**src/bvm_pkg.sv**
```systemverilog
// ----------------------------------------------------------------------------
// Battery voltage monitor package
// Shared widths, constants, codes and controller/datapath interface types.
// ----------------------------------------------------------------------------
package bvm_pkg;

    localparam int unsigned MV_W        = 13;
    localparam int unsigned SAMPLE_W    = 16;
    localparam int unsigned ACC_W       = 28;
    localparam int unsigned PCT_W       = 7;
    localparam int unsigned PERIOD_W    = 9;
    localparam int unsigned CFG_INDEX_W = 2;
    localparam int unsigned S_TDATA_W   = 24;
    localparam int unsigned M_TDATA_W   = 40;

    localparam logic [11:0]      ADC_SCALE    = 12'd3300;
    localparam int unsigned      FILTER_SHIFT = 4;
    localparam int unsigned      MV_SHIFT     = 15;
    localparam logic [ACC_W-1:0] ACC_RESET    = 28'd216265500;

    localparam logic [MV_W-1:0] CRITICAL_RESET = 13'd2900;
    localparam logic [MV_W-1:0] LOW_RESET      = 13'd3200;
    localparam logic [MV_W-1:0] FULL_RESET     = 13'd3300;

    localparam int unsigned BLINK_OFFSET = 2630;
    localparam int unsigned PERIOD_MIN   = 60;
    localparam int unsigned PERIOD_MAX   = 500;
    localparam int unsigned PERCENT_FULL = 100;

    // Quotient bits of the percentage division, one per cycle.
    localparam int unsigned DIV_STEPS = PCT_W;
    localparam int unsigned DIV_CNT_W = $clog2(DIV_STEPS);

    typedef enum logic [CFG_INDEX_W-1:0] {
        REG_CRITICAL = 2'd0,
        REG_LOW      = 2'd1,
        REG_FULL     = 2'd2
    } cfg_index_t;

    typedef enum logic [1:0] {
        STATUS_CRITICAL = 2'd0,
        STATUS_WARNING  = 2'd1,
        STATUS_HEALTHY  = 2'd2,
        STATUS_FULL     = 2'd3
    } status_t;

    typedef enum logic [1:0] {
        LED_OFF   = 2'd0,
        LED_SOLID = 2'd1,
        LED_BLINK = 2'd2
    } led_mode_t;

    // Commands from the controller to the datapath.
    typedef struct packed {
        logic load;      // capture the input beat
        logic mul;       // scale the sample
        logic filt;      // filter update and millivolt value
        logic sqr;       // squares and classification
        logic scale;     // numerator times 100, division set-up
        logic div_step;  // one quotient bit
        logic finish;    // assemble result into the output register
    } bvm_cmd_t;

    // Status from the datapath to the controller.
    typedef struct packed {
        logic out_free;  // output register can take a result this cycle
    } bvm_stat_t;

endpackage

```
**src/bvm_ctrl.sv**
```systemverilog
// ----------------------------------------------------------------------------
// Battery voltage monitor controller
// One-hot sequencer that steps the datapath through one beat at a time.
// ----------------------------------------------------------------------------
module bvm_ctrl (
    input  logic              aclk,
    input  logic              aresetn,
    input  logic              s_tvalid,
    output logic              s_tready,
    input  bvm_pkg::bvm_stat_t stat,
    output bvm_pkg::bvm_cmd_t  cmd
);

    typedef enum logic [6:0] {
        ST_IDLE  = 7'b0000001,
        ST_MUL   = 7'b0000010,
        ST_FILT  = 7'b0000100,
        ST_SQR   = 7'b0001000,
        ST_SCALE = 7'b0010000,
        ST_DIV   = 7'b0100000,
        ST_DONE  = 7'b1000000
    } state_t;

    localparam logic [bvm_pkg::DIV_CNT_W-1:0] DIV_LAST =
        bvm_pkg::DIV_CNT_W'(bvm_pkg::DIV_STEPS - 1);

    state_t                           state_reg, state_next;
    logic [bvm_pkg::DIV_CNT_W-1:0]    cnt_reg, cnt_next;

    always_ff @(posedge aclk) begin
        if (!aresetn) begin
            state_reg <= ST_IDLE;
            cnt_reg   <= '0;
        end else begin
            state_reg <= state_next;
            cnt_reg   <= cnt_next;
        end
    end

    assign s_tready = (state_reg == ST_IDLE);

    always_comb begin
        state_next = state_reg;
        cnt_next   = cnt_reg;
        cmd        = '0;
        case (state_reg)
            ST_IDLE: begin
                if (s_tvalid) begin
                    cmd.load   = 1'b1;
                    state_next = ST_MUL;
                end
            end
            ST_MUL: begin
                cmd.mul    = 1'b1;
                state_next = ST_FILT;
            end
            ST_FILT: begin
                cmd.filt   = 1'b1;
                state_next = ST_SQR;
            end
            ST_SQR: begin
                cmd.sqr    = 1'b1;
                state_next = ST_SCALE;
            end
            ST_SCALE: begin
                cmd.scale  = 1'b1;
                cnt_next   = '0;
                state_next = ST_DIV;
            end
            ST_DIV: begin
                cmd.div_step = 1'b1;
                cnt_next     = cnt_reg + 1'b1;
                if (cnt_reg == DIV_LAST) begin
                    state_next = ST_DONE;
                end
            end
            ST_DONE: begin
                if (stat.out_free) begin
                    cmd.finish = 1'b1;
                    state_next = ST_IDLE;
                end
            end
            default: begin
                state_next = ST_IDLE;
            end
        endcase
    end

endmodule

```
**src/bvm_datapath.sv**
```systemverilog
// ----------------------------------------------------------------------------
// Battery voltage monitor datapath
// Threshold registers, filter, classification, iterative percentage divider,
// LED decision and the output register.
// ----------------------------------------------------------------------------
module bvm_datapath (
    input  logic                                 aclk,
    input  logic                                 aresetn,
    input  logic                                 cfg_we,
    input  logic [bvm_pkg::CFG_INDEX_W-1:0]      cfg_index,
    input  logic [bvm_pkg::MV_W-1:0]             cfg_wdata,
    input  logic [bvm_pkg::S_TDATA_W-1:0]        s_tdata,
    input  logic                                 s_tuser,
    output logic                                 m_tvalid,
    input  logic                                 m_tready,
    output logic [bvm_pkg::M_TDATA_W-1:0]        m_tdata,
    input  bvm_pkg::bvm_cmd_t                    cmd,
    output bvm_pkg::bvm_stat_t                   stat
);

    localparam int unsigned MV_W   = bvm_pkg::MV_W;
    localparam int unsigned ACC_W  = bvm_pkg::ACC_W;
    localparam int unsigned SQ_W   = 2 * MV_W;
    localparam int unsigned NUM_W  = SQ_W + 7;
    localparam int unsigned DVS_W  = SQ_W + bvm_pkg::DIV_STEPS - 1;
    localparam int unsigned PCT_W  = bvm_pkg::PCT_W;
    localparam int unsigned PER_W  = bvm_pkg::PERIOD_W;

    // Millivolt limits at which the blink period hits its clamps.
    localparam logic [MV_W-1:0] MV_PERIOD_LO =
        MV_W'(bvm_pkg::BLINK_OFFSET + bvm_pkg::PERIOD_MIN / 3);
    localparam logic [MV_W-1:0] MV_PERIOD_HI =
        MV_W'(bvm_pkg::BLINK_OFFSET + bvm_pkg::PERIOD_MAX / 3 + 1);

    logic [MV_W-1:0]                 crit_reg, low_reg, full_reg;
    logic [ACC_W-1:0]                acc_reg;
    logic                            blink_reg;
    logic                            ready_reg, usb_reg;
    logic [bvm_pkg::SAMPLE_W-1:0]    sample_reg;
    logic [ACC_W-1:0]                prod_reg;
    logic [MV_W-1:0]                 mv_reg;
    logic [SQ_W-1:0]                 dd_reg, span_sq_reg;
    bvm_pkg::status_t                status_reg;
    logic                            pct_full_reg, pct_zero_reg;
    logic [NUM_W-1:0]                num_reg;
    logic [DVS_W-1:0]                dvs_reg;
    logic [PCT_W-1:0]                quo_reg;
    logic                            out_valid_reg;
    logic [bvm_pkg::M_TDATA_W-1:0]   out_data_reg;

    logic signed [ACC_W:0]           gap;
    logic signed [ACC_W:0]           step;
    logic [ACC_W-1:0]                acc_upd;
    logic [MV_W-1:0]                 d_val, span_val;
    bvm_pkg::status_t                status_now;
    logic [NUM_W-1:0]                dd_ext;
    logic [NUM_W-1:0]                dvs_ext;
    logic                            div_fit;
    logic [PCT_W-1:0]                pct_val;
    bvm_pkg::led_mode_t              led_val;
    logic                            start_val;
    logic                            blink_val;
    logic [PER_W-1:0]                off_val;
    logic [PER_W-1:0]                period_val;

    // ---------------------------------------------------------------- config
    always_ff @(posedge aclk) begin
        if (!aresetn) begin
            crit_reg <= bvm_pkg::CRITICAL_RESET;
            low_reg  <= bvm_pkg::LOW_RESET;
            full_reg <= bvm_pkg::FULL_RESET;
        end else if (cfg_we) begin
            case (bvm_pkg::cfg_index_t'(cfg_index))
                bvm_pkg::REG_CRITICAL: crit_reg <= cfg_wdata;
                bvm_pkg::REG_LOW:      low_reg  <= cfg_wdata;
                bvm_pkg::REG_FULL:     full_reg <= cfg_wdata;
                default: begin
                end
            endcase
        end
    end

    // ---------------------------------------------------------------- filter
    // The step is an arithmetic shift, so it rounds towards minus infinity.
    assign gap     = $signed({1'b0, prod_reg}) - $signed({1'b0, acc_reg});
    assign step    = gap >>> bvm_pkg::FILTER_SHIFT;
    assign acc_upd = acc_reg + step[ACC_W-1:0];

    // ------------------------------------------------------ classification
    assign d_val    = mv_reg - crit_reg;
    assign span_val = full_reg - crit_reg;

    always_comb begin
        if (mv_reg <= crit_reg) begin
            status_now = bvm_pkg::STATUS_CRITICAL;
        end else if (mv_reg <= low_reg) begin
            status_now = bvm_pkg::STATUS_WARNING;
        end else if (mv_reg <= full_reg) begin
            status_now = bvm_pkg::STATUS_HEALTHY;
        end else begin
            status_now = bvm_pkg::STATUS_FULL;
        end
    end

    // ------------------------------------------------------------- divider
    // Restoring division, one quotient bit per cycle, divisor shifted right.
    assign dd_ext  = {7'd0, dd_reg};
    assign dvs_ext = {{(NUM_W - DVS_W){1'b0}}, dvs_reg};
    assign div_fit = (dvs_ext <= num_reg);

    // -------------------------------------------------------------- result
    assign off_val = PER_W'(mv_reg - MV_W'(bvm_pkg::BLINK_OFFSET));

    always_comb begin
        if (pct_full_reg) begin
            pct_val = PCT_W'(bvm_pkg::PERCENT_FULL);
        end else if (pct_zero_reg) begin
            pct_val = '0;
        end else begin
            pct_val = quo_reg;
        end

        if (mv_reg <= MV_PERIOD_LO) begin
            period_val = PER_W'(bvm_pkg::PERIOD_MIN);
        end else if (mv_reg >= MV_PERIOD_HI) begin
            period_val = PER_W'(bvm_pkg::PERIOD_MAX);
        end else begin
            period_val = (off_val << 1) + off_val;
        end

        led_val   = bvm_pkg::LED_OFF;
        start_val = 1'b0;
        blink_val = 1'b0;
        if (usb_reg || status_reg == bvm_pkg::STATUS_HEALTHY ||
            status_reg == bvm_pkg::STATUS_FULL) begin
            led_val = bvm_pkg::LED_OFF;
        end else if (status_reg == bvm_pkg::STATUS_WARNING) begin
            led_val = bvm_pkg::LED_SOLID;
        end else begin
            led_val   = bvm_pkg::LED_BLINK;
            blink_val = 1'b1;
            start_val = !blink_reg;
        end
        if (!start_val) begin
            period_val = '0;
        end
    end

    // ---------------------------------------------------------- state regs
    always_ff @(posedge aclk) begin
        if (!aresetn) begin
            acc_reg       <= bvm_pkg::ACC_RESET;
            blink_reg     <= 1'b0;
            out_valid_reg <= 1'b0;
        end else begin
            if (cmd.filt && ready_reg) begin
                acc_reg <= acc_upd;
            end
            if (cmd.finish) begin
                blink_reg     <= blink_val;
                out_valid_reg <= 1'b1;
            end else if (m_tready) begin
                out_valid_reg <= 1'b0;
            end
        end
    end

    // -------------------------------------------------------- payload regs
    always_ff @(posedge aclk) begin
        if (cmd.load) begin
            sample_reg <= s_tdata[bvm_pkg::SAMPLE_W-1:0];
            usb_reg    <= s_tdata[bvm_pkg::SAMPLE_W];
            ready_reg  <= s_tuser;
        end
        if (cmd.mul) begin
            prod_reg <= ACC_W'(sample_reg) * ACC_W'(bvm_pkg::ADC_SCALE);
        end
        if (cmd.filt) begin
            mv_reg <= ready_reg ? acc_upd[ACC_W-1:bvm_pkg::MV_SHIFT] : '0;
        end
        if (cmd.sqr) begin
            dd_reg       <= SQ_W'(d_val) * SQ_W'(d_val);
            span_sq_reg  <= SQ_W'(span_val) * SQ_W'(span_val);
            status_reg   <= status_now;
            pct_full_reg <= (mv_reg >= full_reg);
            pct_zero_reg <= (mv_reg <= crit_reg);
        end
        if (cmd.scale) begin
            num_reg <= (dd_ext << 6) + (dd_ext << 5) + (dd_ext << 2);
            dvs_reg <= {span_sq_reg, {(bvm_pkg::DIV_STEPS - 1){1'b0}}};
            quo_reg <= '0;
        end
        if (cmd.div_step) begin
            if (div_fit) begin
                num_reg <= num_reg - dvs_ext;
            end
            quo_reg <= {quo_reg[PCT_W-2:0], div_fit};
            dvs_reg <= dvs_reg >> 1;
        end
        if (cmd.finish) begin
            out_data_reg <= {6'd0, period_val, start_val, led_val, pct_val,
                             status_reg, mv_reg};
        end
    end

    assign stat.out_free = !out_valid_reg || m_tready;
    assign m_tvalid      = out_valid_reg;
    assign m_tdata       = out_data_reg;

endmodule

```
**src/battery_voltage_monitor.sv**
```systemverilog
// ----------------------------------------------------------------------------
// Battery voltage monitor
// Filters converter results into millivolts, grades the battery against three
// thresholds, derives a squared charge percentage and drives the LED policy.
// ----------------------------------------------------------------------------
//
//  Channel  Direction  Carries
//  -------  ---------  ---------------------------------------------------
//  s_       in         one converter result per beat, with ready and USB flags
//  m_       out        one result beat per input beat
//  cfg_     in         threshold writes, taken with cfg_we high out of reset
//
// An input beat runs through capture, scaling, filter update, squares,
// numerator scaling, the bit-serial percentage divider and the output
// register load before the next beat can be taken. A result waits in the
// output register while the next beat is taken; the last step holds only
// while that register is full and m_tready is low. Reset restores
// thresholds, filter and blink flag and clears the output valid flag.
//
module battery_voltage_monitor (
    input  logic                              aclk,
    input  logic                              aresetn,

    // Configuration write port; index 0 critical_mv, 1 low_mv, 2 full_mv.
    input  logic                              cfg_we,
    input  logic [bvm_pkg::CFG_INDEX_W-1:0]   cfg_index,
    input  logic [bvm_pkg::MV_W-1:0]          cfg_wdata,

    input  logic                              s_tvalid,
    output logic                              s_tready,
    // From bit 0: adc_sample[15:0], on_usb[16], zero padding [23:17].
    input  logic [bvm_pkg::S_TDATA_W-1:0]     s_tdata,
    // sample_ready: the beat carries a finished conversion.
    input  logic                              s_tuser,

    output logic                              m_tvalid,
    input  logic                              m_tready,
    // From bit 0: millivolts[12:0], status[14:13], charge_percent[21:15],
    // led_mode[23:22], blink_start[24], blink_period[33:25], zeros [39:34].
    output logic [bvm_pkg::M_TDATA_W-1:0]     m_tdata
);

    bvm_pkg::bvm_cmd_t  cmd;
    bvm_pkg::bvm_stat_t stat;

    // The controller decides which step runs; it sees only the handshake and
    // whether the output register is free.
    bvm_ctrl u_ctrl (
        .aclk     (aclk),
        .aresetn  (aresetn),
        .s_tvalid (s_tvalid),
        .s_tready (s_tready),
        .stat     (stat),
        .cmd      (cmd)
    );

    // The datapath holds all registers outside the controller, including the
    // thresholds, the filter state and the output register.
    bvm_datapath u_datapath (
        .aclk      (aclk),
        .aresetn   (aresetn),
        .cfg_we    (cfg_we),
        .cfg_index (cfg_index),
        .cfg_wdata (cfg_wdata),
        .s_tdata   (s_tdata),
        .s_tuser   (s_tuser),
        .m_tvalid  (m_tvalid),
        .m_tready  (m_tready),
        .m_tdata   (m_tdata),
        .cmd       (cmd),
        .stat      (stat)
    );

endmodule

```
**config.mk**
```make
export PLATFORM = sky130hd
export DESIGN_NAME = battery_voltage_monitor
export DESIGN_NICKNAME = d
export VERILOG_FILES = /design/src/bvm_pkg.sv /design/src/bvm_ctrl.sv /design/src/bvm_datapath.sv /design/src/battery_voltage_monitor.sv
export SDC_FILE = /design/constraint.sdc
export NUM_CORES = 2
export LEC_CHECK = 0
export BUFFER_PORTS_ARGS = -buffer_cell sky130_fd_sc_hd__buf_4
export CAP_MARGIN = 20
export CORE_UTILIZATION = 65
export DETAILED_ROUTE_END_ITERATION = 7
export HOLD_SLACK_MARGIN = 0.15
export PLACE_DENSITY = 0.83
export SKIP_LAST_GASP = 1
export SYNTH_ARGS = -nofsm -noshare
export SYNTH_HDL_FRONTEND = slang
export SYNTH_SLANG_ARGS = --single-unit
```
**constraint.sdc**
```tcl
create_clock -name aclk -period 10.7 [get_ports aclk]
set_input_delay 1.605 -clock aclk [delete_from_list [all_inputs] [get_ports aclk]]
set_output_delay 1.605 -clock aclk [all_outputs]
set_load 0.02 [all_outputs]
```
=== Word-level counts from Yosys, hierarchy flattened ===
Cells that the tools add are included.

* Bits in registers: 298
* Latch bits: 0
* Memory bits (writable): 0
* ROM bits: 0
* Output and inout port bits: 42
* Word-level logic and storage cells: 118
* Memories: 0

* Add/subtract/negate cells: 10
* Multiply operators: 3
* Div/mod/pow operators: 0
* $lt $le $gt $ge: 7
* Equal/unequal tests: 16
* Shift-type cells: 0
* Multiplexer cells: 33
* Bitwise gates (word level): 1
* Reductions and logical operators: 18

{| class="wikitable"
|+ Operators with widths
! cell !! number
|-
| $mux W33 || 3
|-
| $mux W31 || 2
|-
| $mul A13 B13 Y26 || 2
|-
| $pmux W7 S7 || 1
|-
| $mux W7 || 6
|-
| $le A13 B13 Y1 || 3
|-
| $add A32 B31 Y33 || 1
|-
| $add A33 B28 Y33 || 1
|-
| $le A32 B33 Y1 || 1
|-
| $sub A33 B32 Y33 || 1
|-
| $sub A28 B28 Y29 || 1
|-
| $add A28 B28 Y28 || 1
|-
| $mul A16 B10 Y26 const B || 1
|-
| $sub A13 B13 Y13 || 2
|-
| $mux W1 || 17
|-
| $ge A13 B12 Y1 const B || 1
|-
| $ge A13 B13 Y1 || 1
|-
| $le A13 B12 Y1 const B || 1
|-
| $add A9 B9 Y9 || 1
|-
| $mux W9 || 1
|-
| $sub A9 B7 Y9 const B || 1
|-
| $eq A7 B1 Y1 const B || 1
|-
| $eq A7 B2 Y1 const B || 1
|-
| $eq A7 B3 Y1 const B || 1
|-
| other kinds (23) || 36
|}

=== Longest topological paths before layout ===
* Depth after elaboration: 6
* Gate-level depth with buffers: 35

=== Cells and area by module ===
Synthesis repeated with hierarchy kept, for this count alone.

* Cell total of the unflattened synthesis: 3,279
* Area, all modules: 30,580.6 µm²

{| class="wikitable"
|+ By module, submodules not included
! module !! instances !! cells each !! area each (µm²) !! sequential area each (µm²)
|-
| bvm_datapath || 1 || 3,213 || 29,992.5 || 7,557.2
|-
| bvm_ctrl || 1 || 66 || 588.1 || 200.2
|}

=== Least setup slack after synthesis ===
No wires, ideal clock.

* Kind: register to register
* From: reg u_datapath.full_reg[0]
* To: reg u_datapath.span_sq_reg[25] (data pin)
* Arrival time: 7,247 ps
* Required time: 10,440 ps
* Slack: 3,194 ps
* Cell stages (with the launch flop): 33
* Path buffers: 1
* Path through: dfxtp_1 -> inv_1 -> ha_1 -> fa_1 -> nor2b_1 -> o21ai_1 -> a21boi_0 -> o21ai_0 -> a21boi_1 -> o21ai_0 -> a21oi_1 -> o31ai_1 -> xnor2_1 -> clkbuf_1 -> or2_2 -> fa_1 -> inv_1 -> fa_1 -> fa_1 -> fa_1 -> inv_1 -> fa_1 -> inv_1 -> ha_1 -> or2_2 -> a21oi_1 -> o31ai_1 -> o41ai_1 -> o21ai_1 -> o21ai_0 -> nand2b_1 -> a21oi_1 -> xnor2_1

* Cells in the longest elaborated chain, start to end: 2

{| class="wikitable"
|+ RTL lines
! item !! line !! text
|-
| start, declared || bvm_datapath.sv:35 || <nowiki>logic [MV_W-1:0] crit_reg, low_reg, full_reg;</nowiki>
|-
| start signal, assigned || bvm_datapath.sv:71 || <nowiki>full_reg <= bvm_pkg::FULL_RESET;</nowiki>
|-
| start signal, assigned || bvm_datapath.sv:76 || <nowiki>bvm_pkg::REG_FULL: full_reg <= cfg_wdata;</nowiki>
|-
| $sub A13 B13 Y13 || bvm_datapath.sv:91 || <nowiki>assign span_val = full_reg - crit_reg;</nowiki>
|-
| $mul A13 B13 Y26 || bvm_datapath.sv:183 || <nowiki>span_sq_reg <= SQ_W'(span_val) * SQ_W'(span_val);</nowiki>
|-
| end signal, assigned || bvm_datapath.sv:183 ||
|-
| end, declared || bvm_datapath.sv:42 || <nowiki>logic [SQ_W-1:0] dd_reg, span_sq_reg;</nowiki>
|}

Every way passes these cells.
A chain may end at the register's enable or synchronous reset.

=== Worst setup path in the final report ===
Same ends and word-level chain as after synthesis.

==> flow_summary.ini <==
[routing]
dr_wl_met3_um = 3680
dr.pass1.iters = 6
routed_wl_um = 67200
routedWlPerCell_um = 17.3
highest_layer = met4
drt-met1-wl_um = 27000
drt_iter0_markers = 1375
drc = 0
viasPerCell = 5.86
dr_total_vias = 22800
ant_nets = 0
dr_wl_met2_um = 34100

[layout]
area_delta_synth_final_pct = 8.17
fin_cells = 3895
fin_area_um2 = 32400
largest_reg_flops = 34
fin_nets = 3970
drive_gt1_frac = 0.0601
diodes = 0

[place]
io_buffers = 73
place_congestion = 0.944
post-dp-hpwl_um = 53000
dp.cells = 3829
dpl_cell_area_um2 = 31200

[logic_synthesis]
yosys.area_share.adder = 0.340
synthesis.yosys.warnings = 0
synthMuxAreaShare = 0.00789
synthesis.area_um2 = 30000
syn_inst = 3193
ys_seq_elements = 296
synth-simple-area-share = 0.130
synth_xor_area_frac = 0.0528
synthArstFlopShare = 0
synth_top_family_by_area = adder cells
yosysSeqAreaShare = 0.259
synth-edff-count = 183
netlist-cell-type-count = 85
synth_compound_area_frac = 0.132
avgSynthCellArea_um2 = 9.39
synth_ff_type = edfxtp_1

[floorplanning]
placementRows = 78
die_area_um2 = 47000
ios = 87
core_um2 = 45400
die_w_um = 217
initial_core_util = 0.660
die_h_um = 217

[pwr]
p_per_area_nw_per_um2 = 358
combPwrFrac = 0.739
p_int_w = 0.00625
swShare = 0.462
p_seq_frac = 0.157
peakVddDrop_mv = 0.581
p_leak_nw = 15.6
clkPwrFrac = 0.104
netSwitchingPower_w = 0.00536

[sta]
skew_ns = 0.0317
slew_viol_final = 0
finalSetupViolCount = 0
fmax_mhz = 113
final.period_utilization = 0.825
fin_crit_ns = 8.83
rsz0062_at_grt = false
slew-limit-headroom = 0.234
finalHoldViolCount = 0
tightestPinTransition_ns = 1.14
fin_setup_tns_ns = 0

[critical_path]
end_kind = flop
r2r_start = u_datapath.full_reg[0]$_SDFFE_PN0P_
cpMostUsedCell = fa_1
critPathLaunch = u_datapath.full_reg[0]$_SDFFE_PN0P_
cp_max_fo = 9
critPathSlowestCell = xor2_1
worstSetupPathType = flop to flop
cp_data_required_time_ns = 11.02
crit_arrival_ns = 9.15
crit_family = adder cells
worstSetupStartpointType = flop
max_stage_delay_ns = 0.68
crit_buf_inv = 5

[clock_network]
clk_pin_slew_ns = 0.07
clock_latency_ns = 0.58
cts_resized = 0
clockBufferDepth = 3
numClockSinks = 296
ctsHtreeMaxLevel = 2
cts_setup_buffers = 0
cts_root_buf = clkbuf_16
cts_tree = built
cts-hold-fix-buffers = 0
cts_buffers = 35

[global_route]
grt_antenna_before_repair = 0
grt_first_pass_wirelength_um = 112000
grt_pass1_vias = 24000
grtUsageTotal = 0.293
grt_overflow = 0
grt_max_degree = 81

[hold_path]
hp-start = u_datapath.low_reg[4]$_SDFFE_PN0P_
hold_path_class = flop to flop

[job]
max_cap_violations = 0

[run_status]
status = complete, no violations
## cells in the mapped netlist (5+ instances only)
| cell type | number | area (µm²) |
|---|---|---|
| nor3b_1 | 11 | 82.6 |
| nand3_1 | 46 | 230 |
| o21bai_1 | 20 | 150 |
| a311oi_1 | 5 | 43.8 |
| a21boi_1 | 8 | 60.1 |
| a21oi_1 | 142 | 711 |
| nand2b_1 | 40 | 250 |
| a211o_1 | 7 | 61.3 |
| dfxtp_1 | 113 | 2260 |
| or3_1 | 22 | 138 |
| o211ai_1 | 38 | 285 |
| and3_1 | 25 | 156 |
| buf_4 | 6 | 45.0 |
| and2_1 | 40 | 250 |
| nor2_1 | 232 | 871 |
| nor3_1 | 55 | 275 |
| o31ai_1 | 11 | 82.6 |
| nor2b_1 | 37 | 231 |
| fa_1 | 264 | 5290 |
| or2_2 | 15 | 93.8 |
| nand4_1 | 17 | 106 |
| xor2_1 | 59 | 517 |
| nand3b_1 | 5 | 37.5 |
| a211oi_1 | 28 | 210 |
| clkbuf_1 | 54 | 203 |
| o21a_1 | 43 | 323 |
| mux2i_1 | 18 | 180 |
| a21o_1 | 76 | 571 |
| nand2_1 | 257 | 965 |
| ha_1 | 393 | 4920 |
| o21ai_1 | 31 | 155 |
| a21boi_0 | 32 | 240 |
| xnor2_1 | 119 | 1040 |
| o21ai_0 | 87 | 435 |
| inv_1 | 543 | 2040 |
| edfxtp_1 | 183 | 5500 |
| nor4_1 | 8 | 50.1 |
| clkinv_1 | 7 | 26.3 |
| a31oi_1 | 13 | 81.3 |
## worst paths after layout
check                                                       endpoint  slack, ns  cells after the start
worst max register to register  u_datapath.span_sq_reg[25]$_DFFE_PP_       1.87                     32
worst min register to register    u_datapath.low_reg[4]$_SDFFE_PN0P_       0.47                      2
worst max-delay path            u_datapath.span_sq_reg[25]$_DFFE_PP_       1.87                     32
worst min-delay path              u_datapath.low_reg[4]$_SDFFE_PN0P_       0.47                      2
## area by class of cell
class                      instances  area, µm²
inverter                         552       2070
timing repair buffer              96        747
multi-input combinational       2287      19900
tap                              600        751
clock buffer                      39        901
sequential                       296       7760
fill                            3247      13000
clock inverter                    25        256
## stage by stage
step                      hold WS [ns]  utilization  setup slack, ns  total power, W
after detailed placement         0.435        0.688             2.06          0.0103
final                            0.466        0.714             1.87          0.0116
after global placement           0.433        0.688             2.37         0.00993
after global routing             0.495        0.714             1.25          0.0129
after CTS                        0.469        0.714             2.00          0.0116
after floorplan                  0.418            -             3.19         0.00862
## power by group through the flow
stage	Sequential, W	Combinational [W]	Clock (W)
floorplan	0.00183	0.00679	0
global placement	0.00184	0.00808	0
detailed placement	0.00184	0.00844	0
CTS	0.00182	0.00856	0.00123
global route	0.00183	0.00976	0.00127
finish	0.00182	0.00858	0.00121
## per-layer routing
layer / vias to the layer above / track usage
li1: 10800 / -
met1: 11100 / 0.344
met2: 696 / 0.531
met3: 203 / 0.0436
met4: 0 / 0.124
met5: - / 0
## logic make-up (layout without fill, tap and decap cells)
kind of cell | after synthesis | after routing
other | 1 | 8
buffers and inverters | 617 | 712
adder cells (fa/ha/maj) | 657 | 657
flip-flops | 296 | 296
XOR/XNOR | 179 | 179
AO/OA/AOI/OAI | 591 | 591
multiplexers | 23 | 23
AND/OR/NAND/NOR | 829 | 829
## worst min-delay path: stages, from the launching register on
cell and delay (ns):
dfxtp_1 0.31, nand2_1 0.05, a21boi_0 0.06
## cell usage in the layout, fill, tap and decap left out, types with 40 or more instances in the layout
cell / instances
inv_1: 543
ha_1: 393
fa_1: 264
nand2_1: 257
nor2_1: 232
edfxtp_1: 183
a21oi_1: 142
xnor2_1: 119
dfxtp_1: 113
buf_4: 94
o21ai_0: 87
a21o_1: 76
xor2_1: 59
nor3_1: 55
nand3_1: 46
o21a_1: 43
and2_1: 40
nand2b_1: 40
Note: power is estimated with default switching activity, not from simulation.
